File: config.mk
export PLATFORM = sky130hd
export DESIGN_NAME = radio_txrx_transaction_controller_top
export DESIGN_NICKNAME = d
export VERILOG_FILES = /design/src/rtl/rttc_pkg.sv /design/src/rtl/rttc_step.sv /design/src/rtl/radio_txrx_transaction_controller_top.sv
export SDC_FILE = /design/constraint.sdc
export NUM_CORES = 1
export LEC_CHECK = 0
export BUFFER_PORTS_ARGS = -buffer_cell sky130_fd_sc_hd__buf_4
export CORE_ASPECT_RATIO = 0.7
export CORE_MARGIN = 4
export CORE_UTILIZATION = 46
export DETAILED_ROUTE_END_ITERATION = 10
export PLACE_DENSITY = 0.67
export SLEW_MARGIN = 20
export SYNTH_ARGS = -nofsm -noshare
export SYNTH_HDL_FRONTEND = slang
export SYNTH_HIERARCHICAL = 1
export SYNTH_SLANG_ARGS = --single-unit
File: constraint.sdc
create_clock -name clock -period 3.5 [get_ports clock]
set_input_delay 0.7 -clock clock [delete_from_list [all_inputs] [get_ports clock]]
set_output_delay 0.7 -clock clock [all_outputs]
set_load 0.02 [all_outputs]
File: src/rtl/rttc_pkg.sv
// ----------------------------------------------------------------------------
// Radio transaction controller package
// Types, codes and reset values shared by the controller modules.
// ----------------------------------------------------------------------------
package rttc_pkg;

   localparam int ELAPSED_BITS_DEFAULT = 16;
   localparam int LEN_W   = 8;
   localparam int WIN_W   = 16;
   localparam int IRQ_W   = 16;
   localparam int TICKS_W = 22;
   localparam int CSR_IDX_W  = 2;
   localparam int CSR_DATA_W = 16;
   localparam int TICKS_SHIFT = 6;   // 64 ticks per millisecond

   localparam logic [LEN_W-1:0] MAX_PAYLOAD_RST   = 8'd255;
   localparam logic [WIN_W-1:0] TX_WATCHDOG_RST   = 16'd3500;
   localparam logic [WIN_W-1:0] MAX_RX_WINDOW_RST = 16'd60000;

   localparam logic [CSR_IDX_W-1:0] CSR_MAX_PAYLOAD   = 2'd0;
   localparam logic [CSR_IDX_W-1:0] CSR_TX_WATCHDOG   = 2'd1;
   localparam logic [CSR_IDX_W-1:0] CSR_MAX_RX_WINDOW = 2'd2;

   localparam int IRQ_TX_DONE_POS    = 0;
   localparam int IRQ_RX_DONE_POS    = 1;
   localparam int IRQ_HEADER_ERR_POS = 5;
   localparam int IRQ_CRC_ERR_POS    = 6;
   localparam int IRQ_TIMEOUT_POS    = 9;

   localparam logic [1:0] ST_OK      = 2'd0;
   localparam logic [1:0] ST_INVALID = 2'd1;
   localparam logic [1:0] ST_BUSY    = 2'd2;

   localparam logic [2:0] EV_NONE         = 3'd0;
   localparam logic [2:0] EV_TX_DONE      = 3'd1;
   localparam logic [2:0] EV_TIMEOUT      = 3'd2;
   localparam logic [2:0] EV_BUS_ERROR    = 3'd3;
   localparam logic [2:0] EV_PACKET       = 3'd4;
   localparam logic [2:0] EV_CRC_ERROR    = 3'd5;
   localparam logic [2:0] EV_HEADER_ERROR = 3'd6;

   typedef enum logic [2:0] {
      OP_START_TX = 3'd0,
      OP_START_RX = 3'd1,
      OP_POLL_TX  = 3'd2,
      OP_POLL_RX  = 3'd3,
      OP_SLEEP    = 3'd4,
      OP_TICK     = 3'd5
   } op_type;

   typedef enum logic [1:0] {
      MODE_IDLE = 2'd0,
      MODE_TX   = 2'd1,
      MODE_RX   = 2'd2
   } mode_type;

   typedef struct packed {
      logic [2:0]       operation;
      logic [LEN_W-1:0] payload_length;
      logic [WIN_W-1:0] rx_window;
      logic [IRQ_W-1:0] int_flags;
      logic             dio1_level;
      logic             bus_ok;
      logic [LEN_W-1:0] rx_length;
      logic [LEN_W-1:0] rx_offset;
   } req_type;

   typedef struct packed {
      logic [1:0]         status_code;
      logic [2:0]         event_code;
      logic [TICKS_W-1:0] rx_timeout_ticks;
      logic [LEN_W-1:0]   packet_length;
      logic [LEN_W-1:0]   packet_offset;
      logic               clear_irq;
      logic               is_active;
      logic               is_sleeping;
   } rsp_type;

   typedef struct packed {
      logic [LEN_W-1:0] max_payload;
      logic [WIN_W-1:0] tx_watchdog_ms;
      logic [WIN_W-1:0] max_rx_window_ms;
   } cfg_type;

endpackage

File: src/rtl/rttc_step.sv
// ----------------------------------------------------------------------------
// Radio transaction controller step logic
// Decodes one item against the current link state; gives next state and result.
// ----------------------------------------------------------------------------
module rttc_step import rttc_pkg::*; #(
   parameter int ELAPSED_BITS = ELAPSED_BITS_DEFAULT
) (
   input  req_type                  req,
   input  cfg_type                  cfg,
   input  mode_type                 mode,
   input  logic                     asleep,
   input  logic [ELAPSED_BITS-1:0]  elapsed,
   output mode_type                 mode_in,
   output logic                     asleep_in,
   output logic [ELAPSED_BITS-1:0]  elapsed_in,
   output rsp_type                  rsp
);

   localparam int CMP_W = (ELAPSED_BITS > WIN_W) ? ELAPSED_BITS : WIN_W;

   op_type           op;
   logic             active;
   logic             expired;
   logic             tx_bad;
   logic             rx_bad;
   logic             irq_any;
   logic             poll_end;
   logic             poll_clr;
   logic [2:0]       poll_event;
   logic [LEN_W-1:0] poll_len;
   logic [LEN_W-1:0] poll_off;

   assign op = op_type'(req.operation);

   // decode
   always_comb begin
      active   = (mode != MODE_IDLE);
      expired  = (CMP_W'(elapsed) >= CMP_W'(cfg.tx_watchdog_ms));
      tx_bad   = (req.payload_length == '0) || (req.payload_length > cfg.max_payload) || active;
      rx_bad   = (req.rx_window == '0) || (req.rx_window > cfg.max_rx_window_ms) || active;
      irq_any  = (req.int_flags != '0);
      poll_end   = 1'b0;
      poll_clr   = 1'b0;
      poll_event = EV_NONE;
      poll_len   = '0;
      poll_off   = '0;
      if (op == OP_POLL_TX && mode == MODE_TX && (req.dio1_level || expired)) begin
         if (!req.bus_ok) begin
            poll_event = EV_BUS_ERROR;
            poll_end   = 1'b1;
         end else begin
            poll_clr = irq_any;
            if (req.int_flags[IRQ_TX_DONE_POS]) begin
               poll_event = EV_TX_DONE;
               poll_end   = 1'b1;
            end else if (req.int_flags[IRQ_TIMEOUT_POS] || expired) begin
               poll_event = EV_TIMEOUT;
               poll_end   = 1'b1;
            end
         end
      end else if (op == OP_POLL_RX && mode == MODE_RX) begin
         if (!req.bus_ok) begin
            poll_event = EV_BUS_ERROR;
            poll_end   = 1'b1;
         end else if (irq_any) begin
            poll_clr = 1'b1;
            if (req.int_flags[IRQ_CRC_ERR_POS]) begin
               poll_event = EV_CRC_ERROR;
               poll_end   = 1'b1;
            end else if (req.int_flags[IRQ_HEADER_ERR_POS]) begin
               poll_event = EV_HEADER_ERROR;
               poll_end   = 1'b1;
            end else if (req.int_flags[IRQ_TIMEOUT_POS]) begin
               poll_event = EV_TIMEOUT;
               poll_end   = 1'b1;
            end else if (req.int_flags[IRQ_RX_DONE_POS]) begin
               poll_event = EV_PACKET;
               poll_end   = 1'b1;
               poll_len   = (req.rx_length > cfg.max_payload) ? cfg.max_payload : req.rx_length;
               poll_off   = req.rx_offset;
            end
         end
      end
   end

   // next state
   always_comb begin
      mode_in    = mode;
      asleep_in  = asleep;
      elapsed_in = elapsed;
      case (op)
         OP_START_TX: begin
            if (!tx_bad && req.bus_ok) begin
               mode_in    = MODE_TX;
               asleep_in  = 1'b0;
               elapsed_in = '0;
            end
         end
         OP_START_RX: begin
            if (!rx_bad && req.bus_ok) begin
               mode_in   = MODE_RX;
               asleep_in = 1'b0;
            end
         end
         OP_POLL_TX, OP_POLL_RX: begin
            if (poll_end) begin
               mode_in = MODE_IDLE;
            end
         end
         OP_SLEEP: begin
            if (!active && !asleep && req.bus_ok) begin
               asleep_in = 1'b1;
            end
         end
         OP_TICK: begin
            if (elapsed != {ELAPSED_BITS{1'b1}}) begin
               elapsed_in = elapsed + 1'b1;
            end
         end
         default: begin
         end
      endcase
   end

   // result
   always_comb begin
      rsp                  = '0;
      rsp.event_code       = poll_event;
      rsp.clear_irq        = poll_clr;
      rsp.packet_length    = poll_len;
      rsp.packet_offset    = poll_off;
      rsp.is_active        = (mode_in != MODE_IDLE);
      rsp.is_sleeping      = asleep_in;
      case (op)
         OP_START_TX: begin
            rsp.status_code = tx_bad ? ST_INVALID : (!req.bus_ok ? ST_BUSY : ST_OK);
         end
         OP_START_RX: begin
            rsp.status_code = rx_bad ? ST_INVALID : (!req.bus_ok ? ST_BUSY : ST_OK);
            if (!rx_bad && req.bus_ok) begin
               rsp.rx_timeout_ticks = {req.rx_window, TICKS_SHIFT'(0)};
            end
         end
         OP_SLEEP: begin
            rsp.status_code = active ? ST_INVALID :
                              ((!asleep && !req.bus_ok) ? ST_BUSY : ST_OK);
         end
         default: begin
            rsp.status_code = ST_OK;
         end
      endcase
   end

endmodule

File: src/rtl/radio_txrx_transaction_controller_top.sv
// ----------------------------------------------------------------------------
// Radio transaction controller top level
// Link mode, sleep flag and transmit watchdog for a packet radio driver.
// ----------------------------------------------------------------------------
// Usage:
//   req_*  : one item per operation (start tx/rx, poll tx/rx, sleep, tick),
//            with the interrupt status and bus result of that operation.
//   rsp_*  : exactly one result item per request item, in order.
//   csr_*  : register writes (max payload, tx watchdog, max rx window),
//            taken in the cycle csr_we is high; write only while idle.
//   rsp_valid rises in the cycle after acceptance. One item per cycle is
//   sustained while rsp_ready is high; the limit is the single result register,
//   which frees itself in the same cycle it is taken.
//   A stalled result holds rsp_data; req_ready drops only while a result
//   waits and rsp_ready is low.
//   Synchronous reset: mode idle, awake, elapsed count zero, registers back
//   to 255 / 3500 / 60000, no result pending.
// ----------------------------------------------------------------------------
module radio_txrx_transaction_controller_top import rttc_pkg::*; #(
   parameter int ELAPSED_BITS = ELAPSED_BITS_DEFAULT
) (
   input  logic                  clock,
   input  logic                  reset,
   input  logic                  req_valid,
   output logic                  req_ready,
   input  req_type               req_data,
   output logic                  rsp_valid,
   input  logic                  rsp_ready,
   output rsp_type               rsp_data,
   input  logic                  csr_we,
   input  logic [CSR_IDX_W-1:0]  csr_index,
   input  logic [CSR_DATA_W-1:0] csr_wdata
);

   cfg_type                 cfg_ff;
   mode_type                mode_ff;
   mode_type                mode_in;
   logic                    asleep_ff;
   logic                    asleep_in;
   logic [ELAPSED_BITS-1:0] elapsed_ff;
   logic [ELAPSED_BITS-1:0] elapsed_in;
   rsp_type                 rsp_ff;
   rsp_type                 rsp_in;
   logic                    rsp_valid_ff;
   logic                    accept;

   assign req_ready = !rsp_valid_ff || rsp_ready;
   assign accept    = req_valid && req_ready;
   assign rsp_valid = rsp_valid_ff;
   assign rsp_data  = rsp_ff;

   rttc_step #(
      .ELAPSED_BITS (ELAPSED_BITS)
   ) u_step (
      .req        (req_data),
      .cfg        (cfg_ff),
      .mode       (mode_ff),
      .asleep     (asleep_ff),
      .elapsed    (elapsed_ff),
      .mode_in    (mode_in),
      .asleep_in  (asleep_in),
      .elapsed_in (elapsed_in),
      .rsp        (rsp_in)
   );

   always_ff @(posedge clock) begin
      if (reset) begin
         cfg_ff.max_payload      <= MAX_PAYLOAD_RST;
         cfg_ff.tx_watchdog_ms   <= TX_WATCHDOG_RST;
         cfg_ff.max_rx_window_ms <= MAX_RX_WINDOW_RST;
      end else if (csr_we) begin
         case (csr_index)
            CSR_MAX_PAYLOAD:   cfg_ff.max_payload      <= csr_wdata[LEN_W-1:0];
            CSR_TX_WATCHDOG:   cfg_ff.tx_watchdog_ms   <= csr_wdata[WIN_W-1:0];
            CSR_MAX_RX_WINDOW: cfg_ff.max_rx_window_ms <= csr_wdata[WIN_W-1:0];
            default: begin
            end
         endcase
      end
   end

   always_ff @(posedge clock) begin
      if (reset) begin
         mode_ff      <= MODE_IDLE;
         asleep_ff    <= 1'b0;
         elapsed_ff   <= '0;
         rsp_valid_ff <= 1'b0;
      end else begin
         if (accept) begin
            mode_ff    <= mode_in;
            asleep_ff  <= asleep_in;
            elapsed_ff <= elapsed_in;
         end
         if (accept) begin
            rsp_valid_ff <= 1'b1;
         end else if (rsp_ready) begin
            rsp_valid_ff <= 1'b0;
         end
      end
   end

   always_ff @(posedge clock) begin
      if (accept) begin
         rsp_ff <= rsp_in;
      end
   end

endmodule

==> results.ini <==
[run_status]
outcome = completed

[setup_path]
crit_fanout = 4
required_ns = 3.78
worstSetupStartpointType = input pin
worstSetupPathType = input pin to flop
rr_startpoint = elapsed_ff[0]$_SDFFE_PP0P_
crit_start = req_data[48]
arrival_ns = 3.08
end_kind = flop

[cells_and_area]
insertedDiodeCount = 0
multi_input_area_mm2 = 0.00312
final_util_pct = 57.9
syn_to_final_growth_pct = 20.5
regArea_mm2 = 0.00258
drive_above_1_share_pct = 24.0
design_area_mm2 = 0.00737
n_fill_cell = 1124
nNetsFinal = 904

[clock_network]
cts_buffer_depth = 2
numCtsBuffers = 9
cts.clk_slew.worst_paths_ns = 0.07
clk-insertion-delay-late_ns = 0.34
holdBufCountCts = 0
tritoncts = yes
cts_sinks = 106
cts-htree-levels = 3
post-cts-setup-buffers = 0
post_cts_resized = 0
clockRootBuffer = clkbuf_16

[logic_synthesis]
syn_inst = 659
synth_top_area_share_pct = 22.6
ys_seq_elements = 106
synthFlopType = dfxtp_1
yosys.cell_count.top_type = a21oi_1
synth-seq-area-share_pct = 42.2
synth_area_leaders = edfxtp_1 23%, dfxtp_1 20%, ha_1 10%
synthTopCellsByCount = 65 x a21oi_1, 60 x dfxtp_1, 59 x nand2_1
post_synth_fa_ha_maj_area_fraction_pct = 10.0
synth_top_family_by_area = simple AND/OR/NAND/NOR gates
synthArstFlopShare_pct = 0
synthSimpleGateAreaFrac_pct = 21.8
synth_edf_count = 46
yosysWarnings = 6
synth_cell_types = 69
synthMuxAreaShare_pct = 1.88
synth_xor_area_share_pct = 0
synth_compound_gate_area_share_pct = 17.0
synth_area_mm2 = 0.00611
synth_top_cell_by_area = edfxtp_1
avgSynthCellArea_um2 = 9.28

[min_path]
hp-start = cfg_ff[20]$_SDFFE_PP0P_
hold_path_class = flop to flop

[power_and_ir_drop]
fin_total_pwr_uw = 2690
power_leakage_uw = 0.00314
powerDensity_mw_per_mm2 = 366
max-vdd-ir-drop_uv = 251

[floorplan]
rows = 34
io_pins = 132
start_util_pct = 48.1
die_w_um = 146
coreArea_mm2 = 0.0127
dieHeight_um = 104
die-area_mm2 = 0.0152

[route]
detail-route-antenna-nets = 0
via_count = 5103
first_iter_violations = 366
finalWirelength_um = 15400
wire_per_inst_um = 16.4
drc_errors = 0
dr.pass1.iters = 5
routed_via_density = 5.44

[timing]
slew_headroom_pct = 46.3
skew_ns = 0.00531
hold_slack_ns = 0.463
timing.final.crit_period_ns = 2.80
maxClockFrequency_ghz = 0.357
rsz0062_at_grt = no
fin_crit_sh_pct = 80.1
fin_setup_tns_ns = 0
hold_viol_final = 0
setup_violations = 0
worst_pin_slew_ns = 0.805
report.final.slew_viol_count = 0

[place]
gp_congestion = 0.835
io_buffers = 131
post_dp_cell_area_mm2 = 0.00709
detailed_place_hpwl_um = 12000

[global_route]
grt_pass1_wl_um = 24600
grt_overflow = 0
antenna_found_initial = 0
grt.total_usage_pct = 19.8
grt_pass1_vias = 4729
grt_max_degree = 76

[job]
drv_cap = 0

[cell usage in the layout (no fill, tap or decap), types with 6 or more instances in the layout]
cell	synthesis	final
a21oi_1	65	65
edfxtp_1	46	46
a21bo_1	6	6
nor2_1	39	39
and2_1	26	25
ha_1	49	49
nor4_1	11	11
nor3_1	33	33
mux2i_1	10	10
dfxtp_1	60	60
o21ai_1	6	6
and3_1	6	6
clkbuf_16	0	9
o21ai_0	14	14
nand3_1	36	36
inv_1	44	44
a21oi_2	11	11
nand2b_1	7	7
nand2_1	59	59
a21bo_2	13	13
buf_4	11	135
conb_1	1	6
nand4_1	10	10
[through the flow]
stage	instances	setup slack, ns
finish	938	0.696
global route	938	0.529
CTS	938	0.763
detailed placement	922	0.431
global placement	922	0.492
floorplan	664	0.724
[power breakdown]
group / internal [uW] / total [uW] / switching (uW)
clock: 491 / 956 / 465
combinational: 164 / 384 / 220
sequential: 1330 / 1350 / 18.8
[critical path, stage by stage]
cell and delay, ns:
buf_4 0.12, ha_1 0.31, nand4_1 0.17, nor4_1 0.39, a2111oi_0 0.18, a22oi_1 0.43
nor2_1 0.14, a221oi_1 0.37, nand3_1 0.14, a21oi_2 0.13
[state kept, by name, summed over array words and instances (netlist names)]
| register | cells |
|---|---|
| asleep_ff | 1 |
| cfg_ff | 40 |
| elapsed_ff | 16 |
| mode_ff | 2 |
| rsp_data | 46 |
| rsp_valid | 1 |
[logic make-up after synthesis]
group                    after synthesis
AO/OA/AOI/OAI                        155
buffers and inverters                 83
other                                  1
adder cells (fa/ha/maj)               49
flip-flops                           106
AND/OR/NAND/NOR                      254
multiplexers                          11
[path summary, 6_finish.rpt]
kind	to	slack, ns	cells past startpoint
min	cfg_ff[20]$_SDFFE_PP0P_	0.46	2
max	asleep_ff$_SDFFE_PP0P_	0.70	10
min reg2reg	cfg_ff[20]$_SDFFE_PP0P_	0.46	2
max reg2reg	rsp_data[41]$_DFFE_PP_	0.75	9
[final cells by class]
cell class | instances | share of cell area, %
clock buffers | 10 | 3.11
repair buffers | 135 | 13.8
well taps | 162 | 2.75
clock inverters | 6 | 0.679
inverters | 44 | 2.24
flip-flops and latches | 106 | 35.1
multi-input cells | 475 | 42.4
[layer usage]
layer  vias up  global-route usage [%]  part of all wire [%]
met5         -                       0                     0
met3        24                    4.57                   7.5
met2       181                    29.2                    41
li1       2571                       -                     -
met4         0                    4.47                   1.3
met1      2327                    29.3                    50
(Power assumes the default switching activity.)
